[config.mk]
export PLATFORM = sky130hd
export DESIGN_NAME = rmes_ctrl
export DESIGN_NICKNAME = d
export VERILOG_FILES = /design/src/rtl/rmes_pkg.sv /design/src/rtl/rmes_ctrl.sv
export SDC_FILE = /design/constraint.sdc
export NUM_CORES = 1
export LEC_CHECK = 0
export BUFFER_PORTS_ARGS = -buffer_cell sky130_fd_sc_hd__buf_2
export CORE_MARGIN = 10
export CORE_UTILIZATION = 45
export CTS_CLUSTER_SIZE = 30
export DETAILED_ROUTE_END_ITERATION = 12
export PLACE_DENSITY_LB_ADDON = 0.2
export RECOVER_POWER = 25
export SLEW_MARGIN = 15
export SYNTH_ARGS = -nofsm -noshare
export SYNTH_HDL_FRONTEND = slang
export SYNTH_SLANG_ARGS = --single-unit
export TNS_END_PERCENT = 1
[constraint.sdc]
create_clock -name clock -period 4.82 [get_ports clock]
set_input_delay 1.205 -clock clock [delete_from_list [all_inputs] [get_ports clock]]
set_output_delay 1.205 -clock clock [all_outputs]
set_load 0.05 [all_outputs]
[src/rtl/rmes_pkg.sv]
// Shared types and constants of the rotated midpoint ellipse stepper.
// Depends on nothing; every other file of the block refers to it by scoped names.
package rmes_pkg;

   // Default sizes handed down from the top level.
   localparam int COORD_BITS_DEFAULT    = 12;
   localparam int RADIUS_BITS_DEFAULT   = 11;
   localparam int MAX_PEN_WIDTH_DEFAULT = 16;

   // Configuration port geometry and register reset values.
   localparam int CSR_DATA_BITS  = 16;
   localparam int CSR_INDEX_BITS = 3;
   localparam int TRIG_BITS      = 16;
   localparam int PEN_BITS       = 5;
   localparam int COPY_BITS      = 4;
   localparam logic signed [TRIG_BITS-1:0] COS_RESET = 16'sh4000;
   localparam logic signed [TRIG_BITS-1:0] SIN_RESET = 16'sh0000;
   localparam logic [PEN_BITS-1:0]         PEN_RESET = 5'd1;

   // Q1.14 rotation: fraction bits and the one half added before the floor.
   localparam int FRAC_BITS  = 14;
   localparam int ROUND_HALF = 8192;

   typedef enum logic [CSR_INDEX_BITS-1:0] {
      CSR_CENTER_X  = 3'd0,
      CSR_CENTER_Y  = 3'd1,
      CSR_RADIUS_X  = 3'd2,
      CSR_RADIUS_Y  = 3'd3,
      CSR_COS_Q14   = 3'd4,
      CSR_SIN_Q14   = 3'd5,
      CSR_PEN_WIDTH = 3'd6
   } csr_index_type;

   // Drawing phase of the current ellipse.
   typedef enum logic [1:0] {
      PH_DONE,
      PH_R1,
      PH_R2
   } phase_type;

   // Controller states.
   typedef enum logic [3:0] {
      ST_IDLE,
      ST_INIT_PROD,
      ST_INIT_DEC,
      ST_R1_DEC,
      ST_R2_DEC,
      ST_SETTLE,
      ST_SQ,
      ST_PROD2,
      ST_DEC2,
      ST_ROT,
      ST_MIRROR,
      ST_COPY
   } state_type;

   // Datapath operations, one per cycle.
   typedef enum logic [3:0] {
      OP_NONE,
      OP_LATCH,
      OP_INIT_PROD,
      OP_INIT_DEC,
      OP_R1_MOVE,
      OP_R1_DEC,
      OP_R2_MOVE,
      OP_R2_DEC,
      OP_SQ,
      OP_PROD2,
      OP_DEC2,
      OP_ROT,
      OP_MIRROR,
      OP_LOAD_OUT
   } op_type;

   typedef struct packed {
      op_type               op;
      logic [1:0]           mirror;
      logic [COPY_BITS-1:0] copy;
      logic                 last;
      logic                 done;
   } cmd_type;

   typedef struct packed {
      logic px_lt_py;
      logic y_pos;
      logic out_free;
   } status_type;

endpackage

[src/rtl/rmes_ctrl.sv]
// Sequencer of the ellipse stepper: phase tracking and one datapath command per cycle.
// Depends on rmes_pkg for states, phases, commands and status.
module rmes_ctrl #(
   parameter int MAX_PEN_WIDTH = rmes_pkg::MAX_PEN_WIDTH_DEFAULT
) (
   input  logic                          clock,
   input  logic                          reset,
   input  logic                          req_valid,
   input  logic                          req_restart,
   output logic                          req_ready,
   input  logic [rmes_pkg::PEN_BITS-1:0] pen_width,
   input  rmes_pkg::status_type          status,
   output rmes_pkg::cmd_type             cmd
);

   localparam int MAX_M1 = MAX_PEN_WIDTH - 1;

   rmes_pkg::state_type state_ff, state_in;
   rmes_pkg::phase_type phase_ff, phase_in;
   logic [1:0] mirror_ff, mirror_in;
   logic [rmes_pkg::COPY_BITS-1:0] copy_ff, copy_in;
   logic [rmes_pkg::COPY_BITS-1:0] pw_m1;

   // Pen width minus one, with zero taken as one and large values saturated.
   always_comb begin
      priority if (pen_width == '0) begin
         pw_m1 = '0;
      end else if (pen_width > rmes_pkg::PEN_BITS'(MAX_PEN_WIDTH)) begin
         pw_m1 = rmes_pkg::COPY_BITS'(MAX_M1);
      end else begin
         pw_m1 = rmes_pkg::COPY_BITS'(pen_width - 5'd1);
      end
   end

   always_ff @(posedge clock) begin
      if (reset) begin
         state_ff  <= rmes_pkg::ST_IDLE;
         phase_ff  <= rmes_pkg::PH_DONE;
         mirror_ff <= '0;
         copy_ff   <= '0;
      end else begin
         state_ff  <= state_in;
         phase_ff  <= phase_in;
         mirror_ff <= mirror_in;
         copy_ff   <= copy_in;
      end
   end

   // Next state and the command for this cycle.
   always_comb begin
      state_in   = state_ff;
      phase_in   = phase_ff;
      mirror_in  = mirror_ff;
      copy_in    = copy_ff;
      req_ready  = 1'b0;
      cmd.op     = rmes_pkg::OP_NONE;
      cmd.mirror = mirror_ff;
      cmd.copy   = copy_ff;
      cmd.last   = (mirror_ff == 2'd3) && (copy_ff == pw_m1);
      cmd.done   = (phase_ff == rmes_pkg::PH_DONE);
      unique case (state_ff)
         rmes_pkg::ST_IDLE: begin
            req_ready = 1'b1;
            if (req_valid) begin
               if (req_restart) begin
                  cmd.op   = rmes_pkg::OP_LATCH;
                  state_in = rmes_pkg::ST_INIT_PROD;
               end else begin
                  case (phase_ff)
                     rmes_pkg::PH_R1: begin
                        cmd.op   = rmes_pkg::OP_R1_MOVE;
                        state_in = rmes_pkg::ST_R1_DEC;
                     end
                     rmes_pkg::PH_R2: begin
                        cmd.op   = rmes_pkg::OP_R2_MOVE;
                        state_in = rmes_pkg::ST_R2_DEC;
                     end
                     default: begin
                        state_in = rmes_pkg::ST_IDLE;
                     end
                  endcase
               end
            end
         end
         rmes_pkg::ST_INIT_PROD: begin
            cmd.op   = rmes_pkg::OP_INIT_PROD;
            state_in = rmes_pkg::ST_INIT_DEC;
         end
         rmes_pkg::ST_INIT_DEC: begin
            cmd.op   = rmes_pkg::OP_INIT_DEC;
            state_in = rmes_pkg::ST_SETTLE;
         end
         rmes_pkg::ST_R1_DEC: begin
            cmd.op   = rmes_pkg::OP_R1_DEC;
            state_in = rmes_pkg::ST_SETTLE;
         end
         rmes_pkg::ST_R2_DEC: begin
            cmd.op   = rmes_pkg::OP_R2_DEC;
            phase_in = status.y_pos ? rmes_pkg::PH_R2 : rmes_pkg::PH_DONE;
            state_in = rmes_pkg::ST_ROT;
         end
         // Stay in region 1 while the x gradient is below the y gradient.
         rmes_pkg::ST_SETTLE: begin
            if (status.px_lt_py) begin
               phase_in = rmes_pkg::PH_R1;
               state_in = rmes_pkg::ST_ROT;
            end else begin
               state_in = rmes_pkg::ST_SQ;
            end
         end
         rmes_pkg::ST_SQ: begin
            cmd.op   = rmes_pkg::OP_SQ;
            state_in = rmes_pkg::ST_PROD2;
         end
         rmes_pkg::ST_PROD2: begin
            cmd.op   = rmes_pkg::OP_PROD2;
            state_in = rmes_pkg::ST_DEC2;
         end
         rmes_pkg::ST_DEC2: begin
            cmd.op   = rmes_pkg::OP_DEC2;
            phase_in = status.y_pos ? rmes_pkg::PH_R2 : rmes_pkg::PH_DONE;
            state_in = rmes_pkg::ST_ROT;
         end
         rmes_pkg::ST_ROT: begin
            cmd.op    = rmes_pkg::OP_ROT;
            mirror_in = '0;
            state_in  = rmes_pkg::ST_MIRROR;
         end
         rmes_pkg::ST_MIRROR: begin
            cmd.op   = rmes_pkg::OP_MIRROR;
            copy_in  = '0;
            state_in = rmes_pkg::ST_COPY;
         end
         // One diagonal copy per cycle while the output register is free.
         rmes_pkg::ST_COPY: begin
            if (status.out_free) begin
               cmd.op = rmes_pkg::OP_LOAD_OUT;
               if (copy_ff == pw_m1) begin
                  if (mirror_ff == 2'd3) begin
                     state_in = rmes_pkg::ST_IDLE;
                  end else begin
                     mirror_in = mirror_ff + 2'd1;
                     state_in  = rmes_pkg::ST_MIRROR;
                  end
               end else begin
                  copy_in = copy_ff + 1'b1;
               end
            end
         end
         default: begin
            state_in = rmes_pkg::ST_IDLE;
         end
      endcase
   end

endmodule

# Word-level counts from Yosys, hierarchy flattened

Cells that the tools add are included.

Mux-type cells: 26
$add $sub $neg: 3
Reductions and logical operators: 13
$lt $le $gt $ge: 1
Equal/unequal tests: 21

Operator list:

| operator            | count |
|---|---|
| $pmux 4 s11         | 1 |
| $mux 4              | 10 |
| $pmux 4 s10         | 1 |
| $eq 4x3->1 const B  | 4 |
| $eq 4x4->1 const B  | 4 |
| $ne 2x2->1 const B  | 6 |
| $pmux 3 s2          | 2 |
| $mux 2              | 5 |
| $mux 3              | 3 |
| $eq 4x2->1 const B  | 2 |
| $pmux 2 s2          | 2 |
| $pmux 4 s2          | 1 |
| $reduce_and 3->1    | 2 |
| $reduce_bool 2->1   | 3 |
| $gt 5x5->1 const B  | 1 |
| $logic_not 5->1     | 1 |
| $add 4x1->4 const B | 1 |
| $eq 2x2->1 const B  | 2 |
| $eq 4x1->1 const B  | 1 |
| $eq 4x4->1          | 1 |
| $logic_not 4->1     | 1 |
| $reduce_and 4->1    | 1 |
| $reduce_or 2->1     | 2 |
| $sub 4x1->4 const B | 1 |
| other kinds (6)     | 6 |

Output and inout bits: 13
Input bits: 12
Register bits: 12

# Longest topological paths before layout

Gate-level depths: netlist of run 1.

Depth in word-level cells: 7
Depth in mapped cells: 9

# Least setup slack after synthesis of run 1

No wires, ideal clock.

Kind: in2out
Start: input pen_width[0] (netlist name)
End: output cmd[1] (netlist name)
Path buffers: 1
Data required time: 3615 ps
Slack: 367 ps
Arrival: 3248 ps
Stages: 8
Cell sequence: inv_1 -> ha_1 -> or3b_1 -> a211o_1 -> a21o_1 -> a222oi_1 -> buf_4 -> and2_1

RTL lines:

| what               | line            | text |
|---|---|---|
| start: declaration | rmes_ctrl.sv:11 | `input logic [rmes_pkg::PEN_BITS-1:0] pen_width,` |
| end: declaration   | rmes_ctrl.sv:13 | `output rmes_pkg::cmd_type cmd` |

==> results of run 1 <==
## registers in the layout, indices dropped and copies added (netlist names)
register and cells:
mirror_ff 2, copy_ff 4, state_ff 4, phase_ff 2
## layout make-up
type	instances	share of cell area [%]
multi-input cells	125	62.87
well taps	30	2.893
flip-flops and latches	12	18.51
repair buffers	25	9.450
clock buffers	4	2.797
inverters	12	3.472
## power by group through the flow
stage / clock network [mW] / registers, mW / logic [mW]
after floorplan: 0 / 0.111 / 0.131
after global placement: 0 / 0.127 / 0.147
after detailed placement: 0 / 0.127 / 0.149
after CTS: 0.0877 / 0.125 / 0.150
after global routing: 0.0925 / 0.127 / 0.163
final: 0.0875 / 0.126 / 0.150
## worst reg2reg max path, stage by stage (launching register included)
cell and delay, ns:
dfxtp_1 0.49, inv_1 0.15, o41ai_1 0.41, o31ai_1 0.11, a222oi_1 0.43, buf_4 0.26
mux2_1 0.33, o32ai_1 0.10
## layer usage
layer	part of all wire [%]	global-route usage (%)
met5	0	0
met1	43	12.69
met2	52	23.15
met4	0.68	2.851
met3	4.8	3.672
## final timing paths
kind / from / to / slack (ns) / cells after the start
worst min-delay path: mirror_ff[1] / mirror_ff[1] / 0.48 / 2
worst min register to register: mirror_ff[1] / mirror_ff[1] / 0.48 / 2
worst max register to register: copy_ff[1] / copy_ff[1] / 2.46 / 7
worst max-delay path: pen_width[0] / cmd[1] / 0.25 / 9
## placed cells by master (no fill, tap or decap), types with 3 or more instances in the layout
cell       n
or3_1      4
a21o_1     3
a31oi_1    7
ha_1       7
nand2_1   13
or4_1      3
a21oi_1   11
nand3_1    6
a211o_1    3
dfxtp_1   12
and3_1     3
nor2_1    16
nor3_1     5
buf_2     20
clkbuf_4   3
o21ai_0    5
clkbuf_1   4
inv_1     12
## kinds of logic (layout without fill, tap and decap cells)
kind of cell | after synthesis | after routing | synth area share (%)
and+or+nand+nor | 69 | 69 | 33.55
AOI/OAI and AO/OA | 44 | 44 | 25.57
buffers and inverters | 22 | 41 | 7.760
DFF | 12 | 12 | 20.98
adders and majority gates | 7 | 7 | 7.650
muxes | 4 | 4 | 3.716
xor gates and xnor gates | 1 | 1 | 0.7652
## per-stage QoR
| step | util [%] | power [mW] | setup slack (ns) | cell area, um2 | hold WS (ns) |
|---|---|---|---|---|---|
| 2_1_floorplan | - | 0.2420 | 0.3670 | 1145 | 0.4886 |
| 3_3_place_gp | 51.58 | 0.2748 | 0.3111 | 1266 | 0.4614 |
| 5_1_grt | 52.85 | 0.3829 | 0.07623 | 1297 | 0.5252 |
| 6_report | 52.85 | 0.3633 | 0.2512 | 1297 | 0.4824 |
| 4_1_cts | 53.06 | 0.3624 | 0.2506 | 1303 | 0.4875 |
| 3_5_place_dp | 51.58 | 0.2759 | 0.2541 | 1266 | 0.4750 |
==> reports/results.ini, run 1 <==
[run_status]
outcome = completed

[place]
dp_hpwl_um = 2347
place_congestion = 0.8687
portBuffers = 24
dp.cells = 204

[job]
drv_cap = 0

[clock_network]
cts.sinks = 12
cts_resized = 0
h-tree-depth = 1
cts-root-buf = clkbuf_4
clkLatencyLatePin_ns = 0.29
hold_buffers = 0
cts_setup_buffers = 0
cts.path.max_buffers = 2
cts.clk_slew.worst_paths_ns = 0.09
cts_tree = done
numCtsBuffers = 3

[sta]
tightest_slew_ns = 0.6171
fmax_mhz = 218.9
period_share_pct = 94.79
slew_viol_final = 0
setup_violations = 0
timing.final.hold_violations = 0
min_period_ns = 4.569
rsz0062_at_grt = false
slew_headroom_pct = 58.81
setup-tns-final_ns = 0
clock_skew_ns = 0.003368

[finish]
seqCellArea_um2 = 240.2
nFillCells = 249
layout-drive-gt1-share_pct = 15.73
fin_cells = 208
multi_input_area_um2 = 815.8
synthToLayoutAreaGrowth_pct = 13.33
nets = 198
diodes = 0

[route]
first_iter_violations = 110
first_pass_iters = 5
wl_per_cell_um = 14.90
drcViolationCount = 0
vias = 1251
routed_wl_um = 3100
ant_nets = 0
avgViaCountPerCell = 6.014

[power]
p_int_uw = 195.1
power.density_mw_per_mm2 = 280.0
comb_power_share_pct = 41.3
p_sw_uw = 168.2
ir_drop_v = 0.0002133
sw_frac_of_total_pct = 46.29
power.leakage_nw = 0.5630
p_clk_share_pct = 24.1
share_seq_of_total_power_pct = 34.7

[yosys]
yosys-top-cells-count = 16 x nor2_1, 13 x nand2_1, 12 x dfxtp_1, 12 x inv_1, 11 x a21oi_1
synth_area_leader_cell = dfxtp_1
yosys_warnings = 0
avgSynthCellArea_um2 = 7.200
yosysMostFrequentCell = nor2_1
synth_top_area_share_pct = 20.98
synth_seq_cells = 12
async_flop_share_pct = 0
yosys-top-cells-area = dfxtp_1 21%, ha_1 7.7%, nor2_1 5.2%, a21oi_1 4.8%, nand2_1 4.3%
yosysSeqAreaShare_pct = 20.98
ys_types = 49
syn-cell-area_mm2 = 0.001145
synth-edff-count = 0
synthesis.nets = 178
syn_inst = 159
yosys_most_used_dff = dfxtp_1

[worst_setup_path]
arrival_ns = 3.36
end_kind = output port
required_ns = 3.62
critical_path.max_stage_delay_ns = 0.43
crit_type = input pin to output port
start_kind = input pin
crit_chain = buf_2 -> inv_1 -> ha_1 -> or3b_1 -> a211o_1 -> a21o_1 -> a222oi_1 -> and2_1 -> buf_2
crit_top_cell = buf_2
crit_slowest_cell = a222oi_1
cp_top_family = compound AO/OA/AOI/OAI gates
crit_fanout = 6
critPathBufInv = 3

[die]
die_w_um = 70.44
core_mm2 = 0.002455
std_cell_rows = 18
ioPinCount = 25
dieArea_mm2 = 0.004962
initial_core_util_pct = 46.64
die_height_um = 70.44

[global_routing]
grt_max_degree = 18
grt_antenna_before_repair = 0
grt_pass1_vias = 1236
grt-ovfl-total = 0
gr-usage-all-layers_pct = 12.26
grt_first_pass_wirelength_um = 5368

[min_path]
min_path_type = flop to flop

(Power assumes the default switching activity.)
==> run 2: changes to the inputs <==
--- a/config.mk
+++ b/config.mk
@@ -6,12 +6,13 @@
 export NUM_CORES = 1
 export LEC_CHECK = 0
 export BUFFER_PORTS_ARGS = -buffer_cell sky130_fd_sc_hd__buf_2
+export CORE_ASPECT_RATIO = 0.6
 export CORE_MARGIN = 10
 export CORE_UTILIZATION = 45
 export CTS_CLUSTER_SIZE = 30
 export DETAILED_ROUTE_END_ITERATION = 12
 export PLACE_DENSITY_LB_ADDON = 0.2
-export RECOVER_POWER = 25
+export RECOVER_POWER = 100
 export SLEW_MARGIN = 15
 export SYNTH_ARGS = -nofsm -noshare
 export SYNTH_HDL_FRONTEND = slang
==> reports/results.ini, run 2 (synthesis results as in run 1) <==
[worst_setup_path]
crit_slowest_cell = or3b_1
end_kind = output port
required_ns = 3.62
arrival_ns = 3.36
crit_type = input pin to output port
crit_chain = clkbuf_1 -> inv_1 -> ha_1 -> or3b_1 -> a211o_1 -> a21o_1 -> a222oi_1 -> and2_1 -> clkbuf_2
crit_fanout = 6
critPathBufInv = 3
cp_top_family = compound AO/OA/AOI/OAI gates
critical_path.max_stage_delay_ns = 0.41
start_kind = input pin

[finish]
final_common_cell = nor2_1
synthToLayoutAreaGrowth_pct = 13.77
reg.largest.list = copy_ff x4, state_ff x4
layout-drive-gt1-share_pct = 9.551
diodes = 0
nFillCells = 234
post-route-util_pct = 52.74
final_cell_mix = 16 x nor2_1, 15 x clkbuf_1, 13 x nand2_1, 12 x inv_1, 12 x dfxtp_1
nets = 198
final_area_mm2 = 0.001303

[global_routing]
grt-ovfl-total = 0
grt_max_degree = 18
grt_pass1_vias = 1089
grt_antenna_before_repair = 0
grt_first_pass_wirelength_um = 5133
gr-usage-all-layers_pct = 12.09

[sta]
setup-tns-final_ns = 0
finalWorstSetupSlack_ns = 0.2581
setup_violations = 0
fmax_mhz = 219.2
min_period_ns = 4.562
tightest_slew_ns = 0.6222
rsz0062_at_grt = false
timing.final.hold_violations = 0
slew_headroom_pct = 58.46
period_share_pct = 94.65
slew_viol_final = 0
clock_skew_ns = 0.008464

[clock_network]
cts.clk_slew.worst_paths_ns = 0.06
clkLatencyLatePin_ns = 0.25
cts_setup_buffers = 0
cts_resized = 0
cts.path.max_buffers = 2
cts-root-buf = clkbuf_8
hold_buffers = 0
cts.sinks = 12
numCtsBuffers = 3
h-tree-depth = 1
cts_tree = done

[route]
first_iter_violations = 185
avgViaCountPerCell = 6.033
wl_per_cell_um = 15.20
ant_nets = 0
routed_wl_um = 3193
first_pass_iters = 4
drcViolationCount = 0
vias = 1267

[power]
power.leakage_nw = 0.5308
ir_drop_v = 0.0001506
power.density_mw_per_mm2 = 296.9
finalPower_uw = 386.7

[min_path]
min_path_type = flop to flop

[die]
initial_core_util_pct = 46.35
ioPinCount = 25
core_mm2 = 0.002470
dieArea_mm2 = 0.005028
die_w_um = 85.12
std_cell_rows = 14
die_height_um = 59.07

[place]
portBuffers = 24
place_congestion = 0.8956
post_dp_cell_area_mm2 = 0.001269
place_ws_ns = 0.3194
dp_hpwl_um = 2462

[job]
drv_cap = 0

[run_status]
outcome = completed

[run 2: cell count changes in the layout (fill, tap and decap cells not counted), sizes merged]
cell	delta
clkbuf	+12
buf	-12
[run 2: per-stage QoR]
stage / std cells / hold WS [ns]
3_5_place_dp: 206 / 0.4877
4_1_cts: 210 / 0.5028
5_1_grt: 210 / 0.5244
2_1_floorplan: 159 / 0.4886
6_report: 210 / 0.5004
3_3_place_gp: 206 / 0.4665
[run 2: path summary, 6_finish.rpt]
path                      from  depth (start not counted)  slack [ns]      endpoint
setup / recovery  pen_width[0]                          9        0.26        cmd[1]
hold / removal    mirror_ff[1]                          2        0.50  mirror_ff[1]
setup reg to reg    copy_ff[1]                          7        2.33   state_ff[1]
hold reg to reg   mirror_ff[1]                          2        0.50  mirror_ff[1]
[run 2: worst reg2reg max path, delay by kind of cell, from the launching register on]
kind / cells / cell delay [ns]
DFF: 1 / 0.46
AOI/OAI and AO/OA: 4 / 1.11
and+or+nand+nor: 1 / 0.25
buffers and inverters: 2 / 0.56
[run 2: cell type report]
class	instances	area (um2)	area share [%]
repair buffers	25	106.4	8.165
inverters	12	45.04	3.458
well taps	32	40.04	3.074
multi-input cells	125	815.8	62.63
flip-flops and latches	12	240.2	18.44
clock buffers	4	55.05	4.227
[run 2: layer usage]
metal	vias up	part of all wire (%)	GRT usage [%]
li1	631	-	-
met1	584	48	16.63
met2	50	41	16.81
met3	2	10	5.357
met4	0	0.34	2.103
met5	-	0	0
[run 2: report_power, final]
part | switching, mW | leakage [nW] | internal, mW | total, mW
clock | 0.0398 | 0.0288 | 0.0722 | 0.112
combinational | 0.107 | 0.405 | 0.0405 | 0.148
sequential | 0.0219 | 0.0970 | 0.105 | 0.127
total | 0.169 | 0.531 | 0.218 | 0.387
